### src/hw/rtl/ppmfd_pkg.sv
package ppmfd_pkg;

  localparam int unsigned MaxChannels = 16;
  localparam int unsigned ValW        = 16;
  localparam int unsigned TimeW       = 32;
  localparam int unsigned ChanW       = 4;
  localparam int unsigned PosW        = 5;
  localparam int unsigned StatW       = 3;
  localparam int unsigned CfgIdxW     = 3;

  localparam logic [ValW-1:0] SyncGapRst  = 16'd3000;
  localparam logic [ValW-1:0] MinPulseRst = 16'd700;
  localparam logic [ValW-1:0] MaxPulseRst = 16'd2300;
  localparam logic [ValW-1:0] ValidLoRst  = 16'd900;
  localparam logic [ValW-1:0] ValidHiRst  = 16'd2100;
  localparam logic [ValW-1:0] DefaultRst  = 16'd1500;
  localparam logic [ValW-1:0] StoreRst    = 16'd1500;

  localparam logic CMD_EDGE = 1'b0;
  localparam logic CMD_READ = 1'b1;

  localparam logic [StatW-1:0] ST_READ     = 3'd0;
  localparam logic [StatW-1:0] ST_STORED   = 3'd1;
  localparam logic [StatW-1:0] ST_SYNC     = 3'd2;
  localparam logic [StatW-1:0] ST_RANGE    = 3'd3;
  localparam logic [StatW-1:0] ST_FULL     = 3'd4;
  localparam logic [StatW-1:0] ST_IGNORED  = 3'd5;

  localparam logic [CfgIdxW-1:0] REG_ENABLE    = 3'd0;
  localparam logic [CfgIdxW-1:0] REG_SYNC_GAP  = 3'd1;
  localparam logic [CfgIdxW-1:0] REG_MIN_PULSE = 3'd2;
  localparam logic [CfgIdxW-1:0] REG_MAX_PULSE = 3'd3;
  localparam logic [CfgIdxW-1:0] REG_VALID_LO  = 3'd4;
  localparam logic [CfgIdxW-1:0] REG_VALID_HI  = 3'd5;
  localparam logic [CfgIdxW-1:0] REG_DEFAULT   = 3'd6;

  typedef struct packed {
    logic            enable;
    logic [ValW-1:0] sync_gap;
    logic [ValW-1:0] min_pulse;
    logic [ValW-1:0] max_pulse;
    logic [ValW-1:0] valid_lo;
    logic [ValW-1:0] valid_hi;
    logic [ValW-1:0] dflt;
  } cfg_t;

  typedef struct packed {
    logic             en;
    logic [ChanW-1:0] addr;
    logic [ValW-1:0]  data;
  } store_wr_t;

  typedef struct packed {
    logic [ValW-1:0]  value;
    logic [StatW-1:0] status;
    logic [PosW-1:0]  pos;
  } result_t;

endpackage

### src/hw/rtl/ppm_frame_decoder_core.sv
// PPM frame decoder.
// Input channel: in_cmd selects an edge beat (timestamp in in_edge_time_us)
// or a read beat (slot in in_read_channel). Every input beat yields exactly
// one result beat on the out_ channel, in order.
// Config channel: cfg_index/cfg_data written when cfg_valid and cfg_ready;
// cfg_ready is always high. Write only while no beat is in flight.
// Path: a beat accepted on in_ passes through the input register, then is
// decoded into the result register that drives out_.
// Throughput: one beat per cycle while out_stall is low; decode, interval
// compare and slot write all happen between the two registers, with no other register in the path.
// Stall: out_stall holds the result register; the input register keeps its
// beat and in_stall rises only when both registers are full.
// Reset: sync, active low. Decoder disabled, frame position and time
// reference cleared, all slots read as 1500, thresholds at defaults.
module ppm_frame_decoder_core #(
  parameter int unsigned CHANNELS = 16
) (
  input  logic                           clk,
  input  logic                           rst_n,
  input  logic                           in_valid,
  output logic                           in_stall,
  input  logic                           in_cmd,
  input  logic [ppmfd_pkg::TimeW-1:0]    in_edge_time_us,
  input  logic [ppmfd_pkg::ChanW-1:0]    in_read_channel,
  output logic                           out_valid,
  input  logic                           out_stall,
  output logic [ppmfd_pkg::ValW-1:0]     out_channel_value_us,
  output logic [ppmfd_pkg::StatW-1:0]    out_edge_status,
  output logic [ppmfd_pkg::PosW-1:0]     out_frame_position,
  input  logic                           cfg_valid,
  output logic                           cfg_ready,
  input  logic [ppmfd_pkg::CfgIdxW-1:0]  cfg_index,
  input  logic [ppmfd_pkg::ValW-1:0]     cfg_data
);
  import ppmfd_pkg::*;

  cfg_t      cfg;
  logic      restart;
  store_wr_t store_wr;
  logic [ChanW-1:0] store_rd_addr;
  logic [ValW-1:0]  store_rd_data;
  result_t   result;

  logic             s1_valid_r;
  logic             cmd_r;
  logic [TimeW-1:0] time_r;
  logic [ChanW-1:0] chan_r;
  logic             out_valid_r;
  result_t          out_r;

  logic advance;
  logic fire;
  logic in_acc;

  assign advance   = !out_valid_r || !out_stall;
  assign fire      = s1_valid_r && advance;
  assign in_stall  = s1_valid_r && !advance;
  assign in_acc    = in_valid && !in_stall;
  assign cfg_ready = 1'b1;

  ppmfd_cfg u_cfg (
    .clk      (clk),
    .rst_n    (rst_n),
    .wr_en    (cfg_valid && cfg_ready),
    .wr_index (cfg_index),
    .wr_data  (cfg_data),
    .cfg      (cfg),
    .restart  (restart)
  );

  ppmfd_store #(.CHANNELS(CHANNELS)) u_store (
    .clk     (clk),
    .rst_n   (rst_n),
    .wr      (store_wr),
    .rd_addr (store_rd_addr),
    .rd_data (store_rd_data)
  );

  ppmfd_decode #(.CHANNELS(CHANNELS)) u_decode (
    .clk           (clk),
    .rst_n         (rst_n),
    .cfg           (cfg),
    .restart       (restart),
    .fire          (fire),
    .cmd           (cmd_r),
    .edge_time     (time_r),
    .read_channel  (chan_r),
    .store_rd_data (store_rd_data),
    .store_rd_addr (store_rd_addr),
    .store_wr      (store_wr),
    .result        (result)
  );

  always_ff @(posedge clk) begin
    if (!rst_n) begin
      s1_valid_r  <= 1'b0;
      out_valid_r <= 1'b0;
    end else begin
      if (in_acc) begin
        s1_valid_r <= 1'b1;
      end else if (fire) begin
        s1_valid_r <= 1'b0;
      end
      if (advance) begin
        out_valid_r <= s1_valid_r;
      end
    end
  end

  always_ff @(posedge clk) begin
    if (in_acc) begin
      cmd_r  <= in_cmd;
      time_r <= in_edge_time_us;
      chan_r <= in_read_channel;
    end
    if (fire) begin
      out_r <= result;
    end
  end

  assign out_valid            = out_valid_r;
  assign out_channel_value_us = out_r.value;
  assign out_edge_status      = out_r.status;
  assign out_frame_position   = out_r.pos;

endmodule

### src/hw/rtl/ppmfd_cfg.sv
module ppmfd_cfg (
  input  logic                            clk,
  input  logic                            rst_n,
  input  logic                            wr_en,
  input  logic [ppmfd_pkg::CfgIdxW-1:0]   wr_index,
  input  logic [ppmfd_pkg::ValW-1:0]      wr_data,
  output ppmfd_pkg::cfg_t                 cfg,
  output logic                            restart
);
  import ppmfd_pkg::*;

  cfg_t cfg_r;
  cfg_t cfg_nxt;
  logic restart_nxt;

  always_comb begin
    cfg_nxt     = cfg_r;
    restart_nxt = 1'b0;
    if (wr_en) begin
      case (wr_index)
        REG_ENABLE: begin
          cfg_nxt.enable = wr_data[0];
          restart_nxt    = wr_data[0] != cfg_r.enable;
        end
        REG_SYNC_GAP:  cfg_nxt.sync_gap  = wr_data;
        REG_MIN_PULSE: cfg_nxt.min_pulse = wr_data;
        REG_MAX_PULSE: cfg_nxt.max_pulse = wr_data;
        REG_VALID_LO:  cfg_nxt.valid_lo  = wr_data;
        REG_VALID_HI:  cfg_nxt.valid_hi  = wr_data;
        REG_DEFAULT:   cfg_nxt.dflt      = wr_data;
        default: ;
      endcase
    end
  end

  always_ff @(posedge clk) begin
    if (!rst_n) begin
      cfg_r.enable    <= 1'b0;
      cfg_r.sync_gap  <= SyncGapRst;
      cfg_r.min_pulse <= MinPulseRst;
      cfg_r.max_pulse <= MaxPulseRst;
      cfg_r.valid_lo  <= ValidLoRst;
      cfg_r.valid_hi  <= ValidHiRst;
      cfg_r.dflt      <= DefaultRst;
    end else begin
      cfg_r <= cfg_nxt;
    end
  end

  assign cfg     = cfg_r;
  assign restart = restart_nxt;

endmodule

### src/hw/rtl/ppmfd_store.sv
module ppmfd_store #(
  parameter int unsigned CHANNELS = 16
) (
  input  logic                          clk,
  input  logic                          rst_n,
  input  ppmfd_pkg::store_wr_t          wr,
  input  logic [ppmfd_pkg::ChanW-1:0]   rd_addr,
  output logic [ppmfd_pkg::ValW-1:0]    rd_data
);
  import ppmfd_pkg::*;

  localparam int unsigned IdxW = (CHANNELS > 1) ? $clog2(CHANNELS) : 1;

  logic [ValW-1:0]     entry_r [CHANNELS];
  logic [CHANNELS-1:0] vld_r;
  logic [IdxW-1:0]     wa;
  logic [IdxW-1:0]     ra;

  assign wa = wr.addr[IdxW-1:0];
  assign ra = rd_addr[IdxW-1:0];

  always_ff @(posedge clk) begin
    if (!rst_n) begin
      vld_r <= '0;
    end else if (wr.en) begin
      vld_r[wa] <= 1'b1;
    end
  end

  always_ff @(posedge clk) begin
    if (wr.en) begin
      entry_r[wa] <= wr.data;
    end
  end

  // unwritten slots read as their reset value
  assign rd_data = vld_r[ra] ? entry_r[ra] : StoreRst;

endmodule

### src/hw/rtl/ppmfd_decode.sv
module ppmfd_decode #(
  parameter int unsigned CHANNELS = 16
) (
  input  logic                          clk,
  input  logic                          rst_n,
  input  ppmfd_pkg::cfg_t               cfg,
  input  logic                          restart,
  input  logic                          fire,
  input  logic                          cmd,
  input  logic [ppmfd_pkg::TimeW-1:0]   edge_time,
  input  logic [ppmfd_pkg::ChanW-1:0]   read_channel,
  input  logic [ppmfd_pkg::ValW-1:0]    store_rd_data,
  output logic [ppmfd_pkg::ChanW-1:0]   store_rd_addr,
  output ppmfd_pkg::store_wr_t          store_wr,
  output ppmfd_pkg::result_t            result
);
  import ppmfd_pkg::*;

  localparam logic [PosW-1:0] ChanLim = PosW'(CHANNELS);

  logic [PosW-1:0]  slot_r, slot_nxt;
  logic [TimeW-1:0] last_r, last_nxt;
  logic             ref_r, ref_nxt;

  logic [TimeW-1:0] dt;
  logic             in_frame;
  logic             in_window;
  logic             is_sync;
  logic             is_pulse;

  assign dt        = edge_time - last_r;
  assign is_sync   = dt > TimeW'(cfg.sync_gap);
  assign is_pulse  = (dt >= TimeW'(cfg.min_pulse)) && (dt <= TimeW'(cfg.max_pulse));
  assign in_frame  = {1'b0, read_channel} < ChanLim;
  assign in_window = (store_rd_data >= cfg.valid_lo) && (store_rd_data <= cfg.valid_hi);
  assign store_rd_addr = read_channel;

  always_comb begin
    slot_nxt      = slot_r;
    last_nxt      = last_r;
    ref_nxt       = ref_r;
    store_wr.en   = 1'b0;
    store_wr.addr = slot_r[ChanW-1:0];
    store_wr.data = dt[ValW-1:0];
    result.value  = '0;
    result.status = ST_IGNORED;

    if (cmd == CMD_READ) begin
      result.status = ST_READ;
      result.value  = (in_frame && in_window) ? store_rd_data : cfg.dflt;
    end else if (!cfg.enable) begin
      result.status = ST_IGNORED;
    end else if (!ref_r) begin
      last_nxt      = edge_time;
      ref_nxt       = 1'b1;
      result.status = ST_IGNORED;
    end else begin
      last_nxt = edge_time;
      if (is_sync) begin
        slot_nxt      = '0;
        result.status = ST_SYNC;
      end else if (!is_pulse) begin
        result.status = ST_RANGE;
      end else if (slot_r < ChanLim) begin
        store_wr.en   = fire;
        slot_nxt      = slot_r + PosW'(1);
        result.status = ST_STORED;
      end else begin
        result.status = ST_FULL;
      end
    end
    result.pos = slot_nxt;
  end

  always_ff @(posedge clk) begin
    if (!rst_n) begin
      slot_r <= '0;
      last_r <= '0;
      ref_r  <= 1'b0;
    end else if (restart) begin
      slot_r <= '0;
      ref_r  <= 1'b0;
    end else if (fire) begin
      slot_r <= slot_nxt;
      last_r <= last_nxt;
      ref_r  <= ref_nxt;
    end
  end

endmodule

### config.mk
export PLATFORM = sky130hd
export DESIGN_NAME = ppm_frame_decoder_core
export DESIGN_NICKNAME = d
export VERILOG_FILES = /design/src/hw/rtl/ppmfd_pkg.sv /design/src/hw/rtl/ppm_frame_decoder_core.sv /design/src/hw/rtl/ppmfd_cfg.sv /design/src/hw/rtl/ppmfd_store.sv /design/src/hw/rtl/ppmfd_decode.sv
export SDC_FILE = /design/constraint.sdc
export NUM_CORES = 1
export LEC_CHECK = 0
export BUFFER_PORTS_ARGS = -buffer_cell sky130_fd_sc_hd__buf_2
export CAP_MARGIN = 40
export CORE_MARGIN = 1
export CORE_UTILIZATION = 35
export DETAILED_ROUTE_END_ITERATION = 12
export PLACE_DENSITY = 0.6
export SLEW_MARGIN = 25
export SYNTH_ARGS = -nofsm -noshare
export SYNTH_HDL_FRONTEND = slang
export SYNTH_HIERARCHICAL = 1
export SYNTH_SLANG_ARGS = --single-unit
### constraint.sdc
create_clock -name clk -period 18.47 [get_ports clk]
set_input_delay 0 -clock clk [delete_from_list [all_inputs] [get_ports clk]]
set_output_delay 0 -clock clk [all_outputs]
set_load 0.1 [all_outputs]
# Word-level counts from Yosys, hierarchy flattened
# Memories as Yosys holds them, arrays and structs flattened. A register that Yosys moved wholly into a read port is not among the register bits.
# Cells that the tools add are included.
[word_totals] out_inout_bits=27 reg_bits=214 mem_bits_rw=256 in_bits=61 memories=1
[op_classes] reduce_logical=24 eq_ne=7 order_cmp=9 addsub=2 muxes=30 bitwise_logic=6
[memory_table] name="u_store.entry_r" words=16 word_bits=16 read_ports=1 rd_ports_with_merged_regs=1 wr=1 line="ppmfd_store.sv:14" source="logic [ValW-1:0] entry_r [CHANNELS];"
[op_table] op="32-bit by 16-bit >= comparator with 1-bit output" n=1
[op_table] op="32-bit by 16-bit greater-than comparator with 1-bit output" n=1
[op_table] op="32-bit by 16-bit <= comparator with 1-bit output" n=1
[op_table] op="16-bit 2-to-1 mux" n=2
[op_table] op="32-bit subtractor" n=1
[op_table] op="5-bit 2-to-1 mux" n=6
[op_table] op="16-bit >= comparator" n=1
[op_table] op="16-bit <= comparator" n=1
[op_table] op="16-bit bitwise OR" n=1
[op_table] op="3-bit 2-to-1 mux" n=5
[op_table] op="1-bit 2-to-1 mux" n=14
[op_table] op="2-bit AND reduction" n=7
[op_table] op="4-bit by 5-bit < comparator with 1-bit output, second input constant" n=2
[op_table] op="3-bit equality test, second input constant" n=3
[op_table] op="3-bit by 2-bit equality test with 1-bit output, second input constant" n=2
[op_table] op="1-bit logical AND" n=6
[op_table] op="5-bit by 1-bit adder with 5-bit output, second input constant" n=1
[op_table] op="5-bit < comparator, second input constant" n=1
[op_table] op="1-bit inverter" n=5
[op_table] op="1-bit binary-select mux with 4-bit select" n=1
[op_table] op="1-bit demux with 4-bit select" n=1
[op_table] op="4-bit by 1-bit >= comparator with 1-bit output, second input constant" n=1
[op_table] op="1-bit zero test" n=4
[op_table] op="4-bit 2-to-1 mux" n=1
[op_table] op="other kinds (9)" n=9

# Longest topological paths before layout
# Gate-level depths: netlist of run 1.
[depth] word_depth=11 ltp_mapped=22

# Modules after synthesis
# Netlist of run 1, hierarchy kept.
[modules_own_cells] mod="ppmfd_store" cells_each=459 area_per_inst_um2=10317.4 instances=1
[modules_own_cells] mod="ppmfd_decode" cells_each=863 area_per_inst_um2=6140.9 instances=1
[modules_own_cells] mod="ppmfd_cfg" cells_each=353 area_per_inst_um2=3761.1 instances=1
[modules_own_cells] mod="ppm_frame_decoder_core" cells_each=71 area_per_inst_um2=1926.8 instances=1

# Least setup slack after synthesis of run 1
# Ideal clock, no wire load.
[synth_path] path_type="reg2reg" start="register time_r[0]" end="memory u_store.entry_r[0][0] (enable)" n_path_buf=0 period_less_slack_ps=6283 required_ps=18058 path_stages_with_launch=20 arrival_time_ps=5872 setup_slack_ps=12187 cell_sequence="edfxtp_1 > inv_1 > ha_1 > inv_1 > fa_1 > a211oi_1 > o21ai_0 > a31oi_1 > o21ai_0 > xor2_1 > ha_1 > o21ai_0 > nand2b_1 > a21boi_0 > a41oi_1 > a21oi_1 > nand2b_1 > nor4_1 > or3b_2 > nor3_1"
[synth_rtl] item="from (decl)" line="ppm_frame_decoder_core.sv:46" source="logic [TimeW-1:0] time_r;"
[synth_rtl] item="from (signal assigned)" line="ppm_frame_decoder_core.sv:113" source="time_r <= in_edge_time_us;"
[synth_rtl] item="to (decl)" line="ppmfd_store.sv:14"

==> results of run 1 <==
==> cell type report <==
class,count,share of cell area
Sequential cell,470,0.486
Multi-Input combinational cell,1078,0.336
Timing Repair Buffer,199,0.0567
Clock buffer,64,0.0533
Tap cell,837,0.0405
Inverter,114,0.0165
Clock inverter,29,0.0115
==> power by group through the flow <==
stage / clock [uW] / combinational (uW) / sequential (uW)
after floorplan: 0 / 134 / 1190
after global placement: 0 / 218 / 1180
after detailed placement: 0 / 222 / 1180
after CTS: 1030 / 233 / 1150
after global routing: 1070 / 253 / 1150
final: 1010 / 233 / 1150
==> critical path, stage by stage, from the launching register on <==
cell and delay [ns]:
edfxtp_1 0.38, inv_1 0.07, ha_1 0.16, inv_1 0.06, fa_1 0.42, a211oi_1 0.40, o21bai_1 0.17, a311oi_1 0.46
xnor2_1 0.12, buf_4 0.22, ha_1 0.29, nand3_1 0.08, nor2_1 0.16, nand3_1 0.09, a21boi_0 0.18, a41oi_1 0.10
a21oi_1 0.41, nand2b_1 0.27, nor4_1 0.63, or3b_2 0.57, nor3_2 0.12, buf_4 0.32
==> state kept, by name, indices dropped and copies added, names as in the netlist <==
register	flops
out_edge_status	3
u_decode/slot_r	5
u_store/vld_r	16
out_channel_value_us	16
u_store/entry_r	256
s1_valid_r	1
u_cfg/cfg	97
cmd_r	1
chan_r	4
out_valid	1
time_r	32
out_frame_position	5
u_decode/last_r	32
u_decode/ref_r	1
==> path summary, 6_finish.rpt <==
kind / startpoint / to
hold / removal: cfg_index[0] / u_cfg/cfg[59]$_SDFFE_PN1P_
hold reg to reg: u_cfg/cfg[35]$_SDFFE_PN0P_ / u_cfg/cfg[35]$_SDFFE_PN0P_
setup / recovery: time_r[0]$_DFFE_PP_ / u_store/entry_r[0][2]$_DFFE_PP_
setup reg to reg: time_r[0]$_DFFE_PP_ / u_store/entry_r[0][2]$_DFFE_PP_
==> metrics by stage <==
| stage | cells | total power [uW] | hold slack, ns |
|---|---|---|---|
| after floorplan | 1746 | 1330 | 0.0989 |
| after global placement | 2631 | 1390 | 0.177 |
| after detailed placement | 2635 | 1400 | 0.178 |
| after CTS | 2789 | 2420 | 0.00517 |
| after global routing | 2791 | 2480 | 0.0391 |
| final | 2791 | 2400 | 0.0443 |
==> per-layer routing <==
| layer | track usage | share of wire | vias to the layer above |
|---|---|---|---|
| li1 | - | - | 6777 |
| met1 | 0.224 | 0.44 | 7072 |
| met2 | 0.296 | 0.49 | 344 |
| met3 | 0.0210 | 0.043 | 87 |
| met4 | 0.0584 | 0.028 | 0 |
| met5 | 0 | 0 | - |
==> kinds of logic after synthesis <==
| family | Yosys count |
|---|---|
| xor gates and xnor gates | 22 |
| AOI/OAI and AO/OA | 298 |
| other | 1 |
| and+or+nand+nor | 459 |
| buffers and inverters | 198 |
| adders and majority gates | 113 |
| DFF | 470 |
| muxes | 185 |
==> cell usage in the layout, fill, tap and decap left out, types with 6 or more instances in the layout <==
| cell type | instances |
|---|---|
| edfxtp_1 | 317 |
| nand2_1 | 217 |
| dfxtp_1 | 153 |
| mux2i_1 | 117 |
| inv_1 | 114 |
| ha_1 | 112 |
| buf_2 | 85 |
| mux4_2 | 68 |
| dlygate4sd3_1 | 61 |
| a21oi_1 | 60 |
| nor2b_1 | 60 |
| clkbuf_16 | 52 |
| nor2_1 | 49 |
| buf_4 | 47 |
| a21o_1 | 37 |
| a21boi_0 | 35 |
| o21ai_0 | 34 |
| a22oi_1 | 33 |
| o21a_1 | 22 |
| nand4_1 | 18 |
| nand3_1 | 17 |
| xnor2_1 | 15 |
| nand2b_1 | 13 |
| nand3b_1 | 11 |
| a211oi_1 | 10 |
| and3_1 | 10 |
| a31oi_1 | 9 |
| nor3_1 | 9 |
| clkbuf_1 | 8 |
| clkinv_1 | 8 |
| clkinv_2 | 7 |
| xor2_1 | 7 |
| and2_1 | 7 |
| a211o_1 | 6 |
| and4_1 | 6 |
==> what timing repair did <==
action,4_1_cts,5_1_grt
hold buffers,61,0
setup endpoints to repair,0,0
hold endpoints to repair,184,0
==> results.md, run 1 <==
* # diodes at 0
* Max-Cap Viols at 0
* Storage element area at 12,600 um^2
* Sw power at 587 uW
* Clock transition at path regs at 0.06 ns
* Max Fclk at 0.166 GHz
* Clock Tree Buf Depth at 3
* Hold crit path type: in -> reg
* Yosys warning total at 6
* Largest net degree at the start of global routing at 66
* Syn_nets at 1,920
* PwrDens at 92.6 nW/um^2
* Synth Cell Area at 22,100 um^2
* Cts repair resizes at 0
* Global route overflow at 0
* I/O Pins at 88
* Seq cells post-synth at 470
* TNS Setup at 0 ns
* Core Region at 62,200 um^2
* WP data arrival at 6.29 ns
* WP data required at 18.75 ns
* Post-Synthesis Cells at 1,746
* Clk pwr share at 0.421
* H-tree levels at 2
* Ys flop type: edfxtp_1
* Total leakage power at 0.00978 uW
* Clk Latency, worst-skew pair at 0.61 ns
* Reg power frac at 0.481
* Synth top area share at 0.430
* Initial antenna violation count at 1
* RSZ-0062 raised after global routing: false
* Post-route cell area at 25,900 um^2
* Synth Area in Adders at 0.0642
* Routed vias at 14,300
* Die H at 254 um
* Tcrit/Tclk final at 0.326
* Multiplexer area fraction after synthesis at 0.122
* DP Area at 23,600 um^2
* Synth Area in XOR/XNOR at 0.00870
* Mean Syn Cell Area at 12.7 um^2
* Chip width at 254 um
* Setup-failing EPs final at 0
* Combinational share of power at 0.097
* P&R area growth vs syn at 16.9%
* Worst hold stages at 3
* Die area at 64,300 um^2
* Synth area leader: edfxtp_1
* Clock Skews at 0.0320 ns
* Routed vias/inst at 5.12
* Fin. Hold Viols at 0
* DR iter-0 viols at 1,063
* Synth Area in Compound Gates at 0.0917
* First-pass GRT wire length at 84.4 mm
* PortBufs at 86
* Area occupied by multi-input gates at 8690 um^2
* Sw frac at 0.245
* Vias in the first global route at 14,300
* Share of post-route cells with drive strength above 1 at 0.160
* Status: complete, no violations
* # rows at 91
* Int Pwr at 1810 uW
* Seq/Total Area, Yosys at 0.568
* CTS tree: yes
* DRT Pass-1 Iters at 5
* Final WS setup at 12.45 ns
* CTS root buffer: clkbuf_16
* Clk sinks at 470
* Final core utilization at 0.416
* Async SR Flop Fraction at 0
* Routability-driven placement congestion ratio at 0.868
* Max Slew Vio Count at 0
* Maximum VDD drop at 83.2 uV
* Setup CP Type: reg -> reg
* Worst reg2reg path depth at 21
* Wire per inst at 19.8 um
* Reg2reg setup slack at 12.45 ns
* Largest family of logic cells by synthesized area: multiplexers
* Simple-gate share of the synthesized area at 0.104
* Drt drc at 0
* Slew Limit Headroom at 0.476
* Count leader, synth: edfxtp_1
* Starting Density at 0.356
* Final Critical Period at 6.02 ns
* Total CTS buffers at 50
* Top area cells in the synthesized netlist: edfxtp_1 43%, dfxtp_1 14%, mux4_2 6.9%
* Slew @ Worst Pin at 0.786 ns
* Pre-CTS WS at 12.52 ns
* Dpl hpwl at 36.8 mm
* Final WL at 55.2 mm
* Fillers at 5,846
* CP Launch Type: register
* Max FO, Critical Path at 19
* Nets at 2,087
* Postcts setup bufs at 0
* GRT Util Overall at 0.172
* Distinct cells, synth at 78
* DRT antenna net count at 0
* Number of synthesized flops with an enable pin at 317
* List of most frequent post-synthesis cells: 317 x edfxtp_1, 217 x nand2_1, 153 x dfxtp_1, 117 x mux2i_1, 114 x inv_1
* Crit end category: register
Power figures use the tool's default switching activity.
==> run 2, diff against run 1 <==
==> constraint.sdc (replaced) <==
create_clock -name clk -period 6.1 [get_ports clk]
set_input_delay 0 -clock clk [delete_from_list [all_inputs] [get_ports clk]]
set_output_delay 0 -clock clk [all_outputs]
set_load 0.1 [all_outputs]
==> results.md, run 2 (same netlist as run 1, synthesis figures left out) <==
* DRT antenna net count at 0 (unchanged)
* Setup CP Type: reg -> reg
* I/O Pins at 88 (unchanged)
* Fillers at 5,789 (-0.98%)
* Clk sinks at 470 (unchanged)
* Slew @ Worst Pin at 0.785 ns (-0.00162 ns)
* Largest net degree at the start of global routing at 127 (+92%)
* H-tree levels at 2 (unchanged)
* Sw frac at 0.241 (-0.00364)
* Dpl hpwl at 39.2 mm (+6.5%)
* TNS Setup at 0 ns (unchanged)
* Setup-failing EPs final at 0 (unchanged)
* Max FO, Critical Path at 17 (-2)
* Reg2reg setup slack at 0.51 ns (-11.94 ns)
* Global route overflow at 0 (unchanged)
* Fin. Hold Viols at 0 (unchanged)
* # rows at 91 (unchanged)
* PwrDens at 282 nW/um^2 (+200%)
* Int Pwr at 5560 uW (+210%)
* Drt drc at 0 (unchanged)
* Final WL at 56.2 mm (+1.7%)
* Commonest cells after routing, fill and taps aside: 317 x edfxtp_1, 217 x nand2_1, 153 x dfxtp_1
* Chip width at 254 um (unchanged)
* Final Critical Period at 5.59 ns (-0.429 ns)
* Routed vias/inst at 5.12 (about the same)
* Cts repair resizes at 0 (unchanged)
* Tcrit/Tclk final at 0.916 (+0.590)
* Clock transition at path regs at 0.06 ns (about the same)
* GRT Util Overall at 0.177 (+0.00515)
* Clk Latency, worst-skew pair at 0.61 ns (about the same)
* Total leakage power at 0.00986 uW (+0.77%)
* Share of post-route cells with drive strength above 1 at 0.163 (+0.00360)
* Commonest non-fill, non-tap cell in the layout: edfxtp_1
* Total power at 7330 uW (+210%)
* PortBufs at 86 (unchanged)
* P&R area growth vs syn at 17.4%
* Clock Tree Buf Depth at 3 (unchanged)
* Wire per inst at 20.0 um (+1.3%)
* Die H at 254 um (unchanged)
* Core Region at 62,200 um^2 (unchanged)
* Nets at 2,097 (+0.48%)
* Hold crit path type: in -> reg
* Final core utilization at 0.418 (+0.00163)
* Sw power at 1770 uW (+200%)
* Max reg flops at 256 (unchanged)
* Max Fclk at 0.179 GHz (+7.7%)
* Routability-driven placement congestion ratio at 0.859 (-1.0%)
* # diodes at 0 (unchanged)
* Crit Reg-Reg Endpoint: u_store/entry_r[0][13]$_DFFE_PP_
* Routed vias at 14,300 (+0.43%)
* Maximum VDD drop at 225 uV (+170%)
* Die area at 64,300 um^2 (unchanged)
* CTS tree: yes
* DRT Pass-1 Iters at 7 (+2)
* Slew Limit Headroom at 0.473 (-0.00268)
* WP data required at 6.37 ns (-12.38 ns)
* Clk pwr share at 0.425 (+0.004)
* RSZ-0062 raised after global routing: false
* Status: complete, no violations
* First-pass GRT wire length at 87.1 mm (+3.2%)
* DR iter-0 viols at 1,017 (-4.3%)
* CP Launch Type: register
* Crit end category: register
* Reg power frac at 0.477 (-0.004)
* Biggest register: u_store/entry_r
* WP data arrival at 5.85 ns (-0.44 ns)
* Max Slew Vio Count at 0 (unchanged)
* Setup crit end: u_store/entry_r[0][13]$_DFFE_PP_
* Clock Skews at 0.0315 ns (-0.000463 ns)
* Initial antenna violation count at 0 (-1)
* Critical path origin: time_r[0]$_DFFE_PP_
* Starting Density at 0.356 (unchanged)
* Combinational share of power at 0.098 (about the same)
* Total CTS buffers at 51 (+2.0%)
* Vias in the first global route at 14,600 (+1.9%)
* Max-Cap Viols at 0 (unchanged)
* R2r startpoint: time_r[0]$_DFFE_PP_
* CTS root buffer: clkbuf_16
* Worst reg2reg path depth at 21 (unchanged)
## run 2: cell count changes in the layout (fill, tap and decap cells not counted), sizes merged
cell         change
dlygate4sd3      +1
buf              +8
clkbuf           +7
clkinvlp         -4
clkinv           +2
inv              -3
bufinv           +1
## run 2: how the worst min path moves through the flow
| stage | from | endpoint | cells after the start | slack [ns] |
|---|---|---|---|---|
| 2_1_floorplan | in_read_channel[0] | chan_r[0]$_DFFE_PP_ | 0 | 0.1 |
| 3_3_place_gp | in_edge_time_us[17] | time_r[17]$_DFFE_PP_ | 1 | 0.18 |
| 3_5_place_dp | in_edge_time_us[20] | time_r[20]$_DFFE_PP_ | 1 | 0.18 |
| 4_1_cts | in_edge_time_us[25] | time_r[25]$_DFFE_PP_ | 2 | 0.07 |
| 5_1_grt | in_edge_time_us[20] | time_r[20]$_DFFE_PP_ | 2 | 0.1 |
| 6_report | in_edge_time_us[26] | time_r[26]$_DFFE_PP_ | 2 | 0.11 |
## run 2: critical path, stage by stage (launching register included)
cell      delay, ns
edfxtp_1       0.38
inv_1          0.08
ha_1           0.17
inv_1          0.06
fa_1           0.42
a211oi_1       0.28
o21bai_1       0.16
a311oi_1       0.48
xnor2_1        0.31
buf_4          0.35
ha_1           0.29
a21o_1         0.16
a21o_1         0.17
a21oi_1        0.14
o21ai_0        0.09
a21oi_1        0.21
o31ai_1        0.10
nor4_1         0.28
buf_4          0.18
or3b_2         0.54
nor3_2         0.13
buf_4          0.28
## run 2: power by group through the flow
stage,clock network [uW],registers [uW],logic (uW)
floorplan,0,3610,406
global placement,0,3560,674
detailed placement,0,3560,689
CTS,3190,3500,724
global route,3300,3500,781
finish,3110,3500,720
## run 2: cell type report
cell class	instances	area, um^2	share of cell area
clock buffers	71	1430	0.0551
multi-input cells	1078	8690	0.334
repair buffers	208	1540	0.0593
flip-flops and latches	470	12600	0.484
clock inverters	25	273	0.0105
inverters	114	428	0.0165
well taps	837	1050	0.0403
## run 2: routing by layer
metal	part of all wire	global-route usage	wire length, um
met5	0	0	0
met1	0.44	0.232	24600
met4	0.031	0.0660	1730
met3	0.048	0.0236	2700
met2	0.48	0.299	27100
## run 2: repair_timing
| item | 4_1_cts | 5_1_grt |
|---|---|---|
| hold buffers | 62 | 0 |
| hold endpoints to repair | 183 | 0 |
| buffers inserted | 0 | 0 |
## run 2: metrics by stage
stage          worst slack [ns]  hold slack (ns)  cells  cell area [um^2]
6_report                  0.514            0.106   2803             26000
3_5_place_dp              0.526            0.178   2645             23700
4_1_cts                   0.509           0.0736   2803             26000
2_1_floorplan             0.110           0.0989   1746             22200
3_3_place_gp              0.655            0.176   2642             23600
5_1_grt                   0.177           0.0975   2803             26000
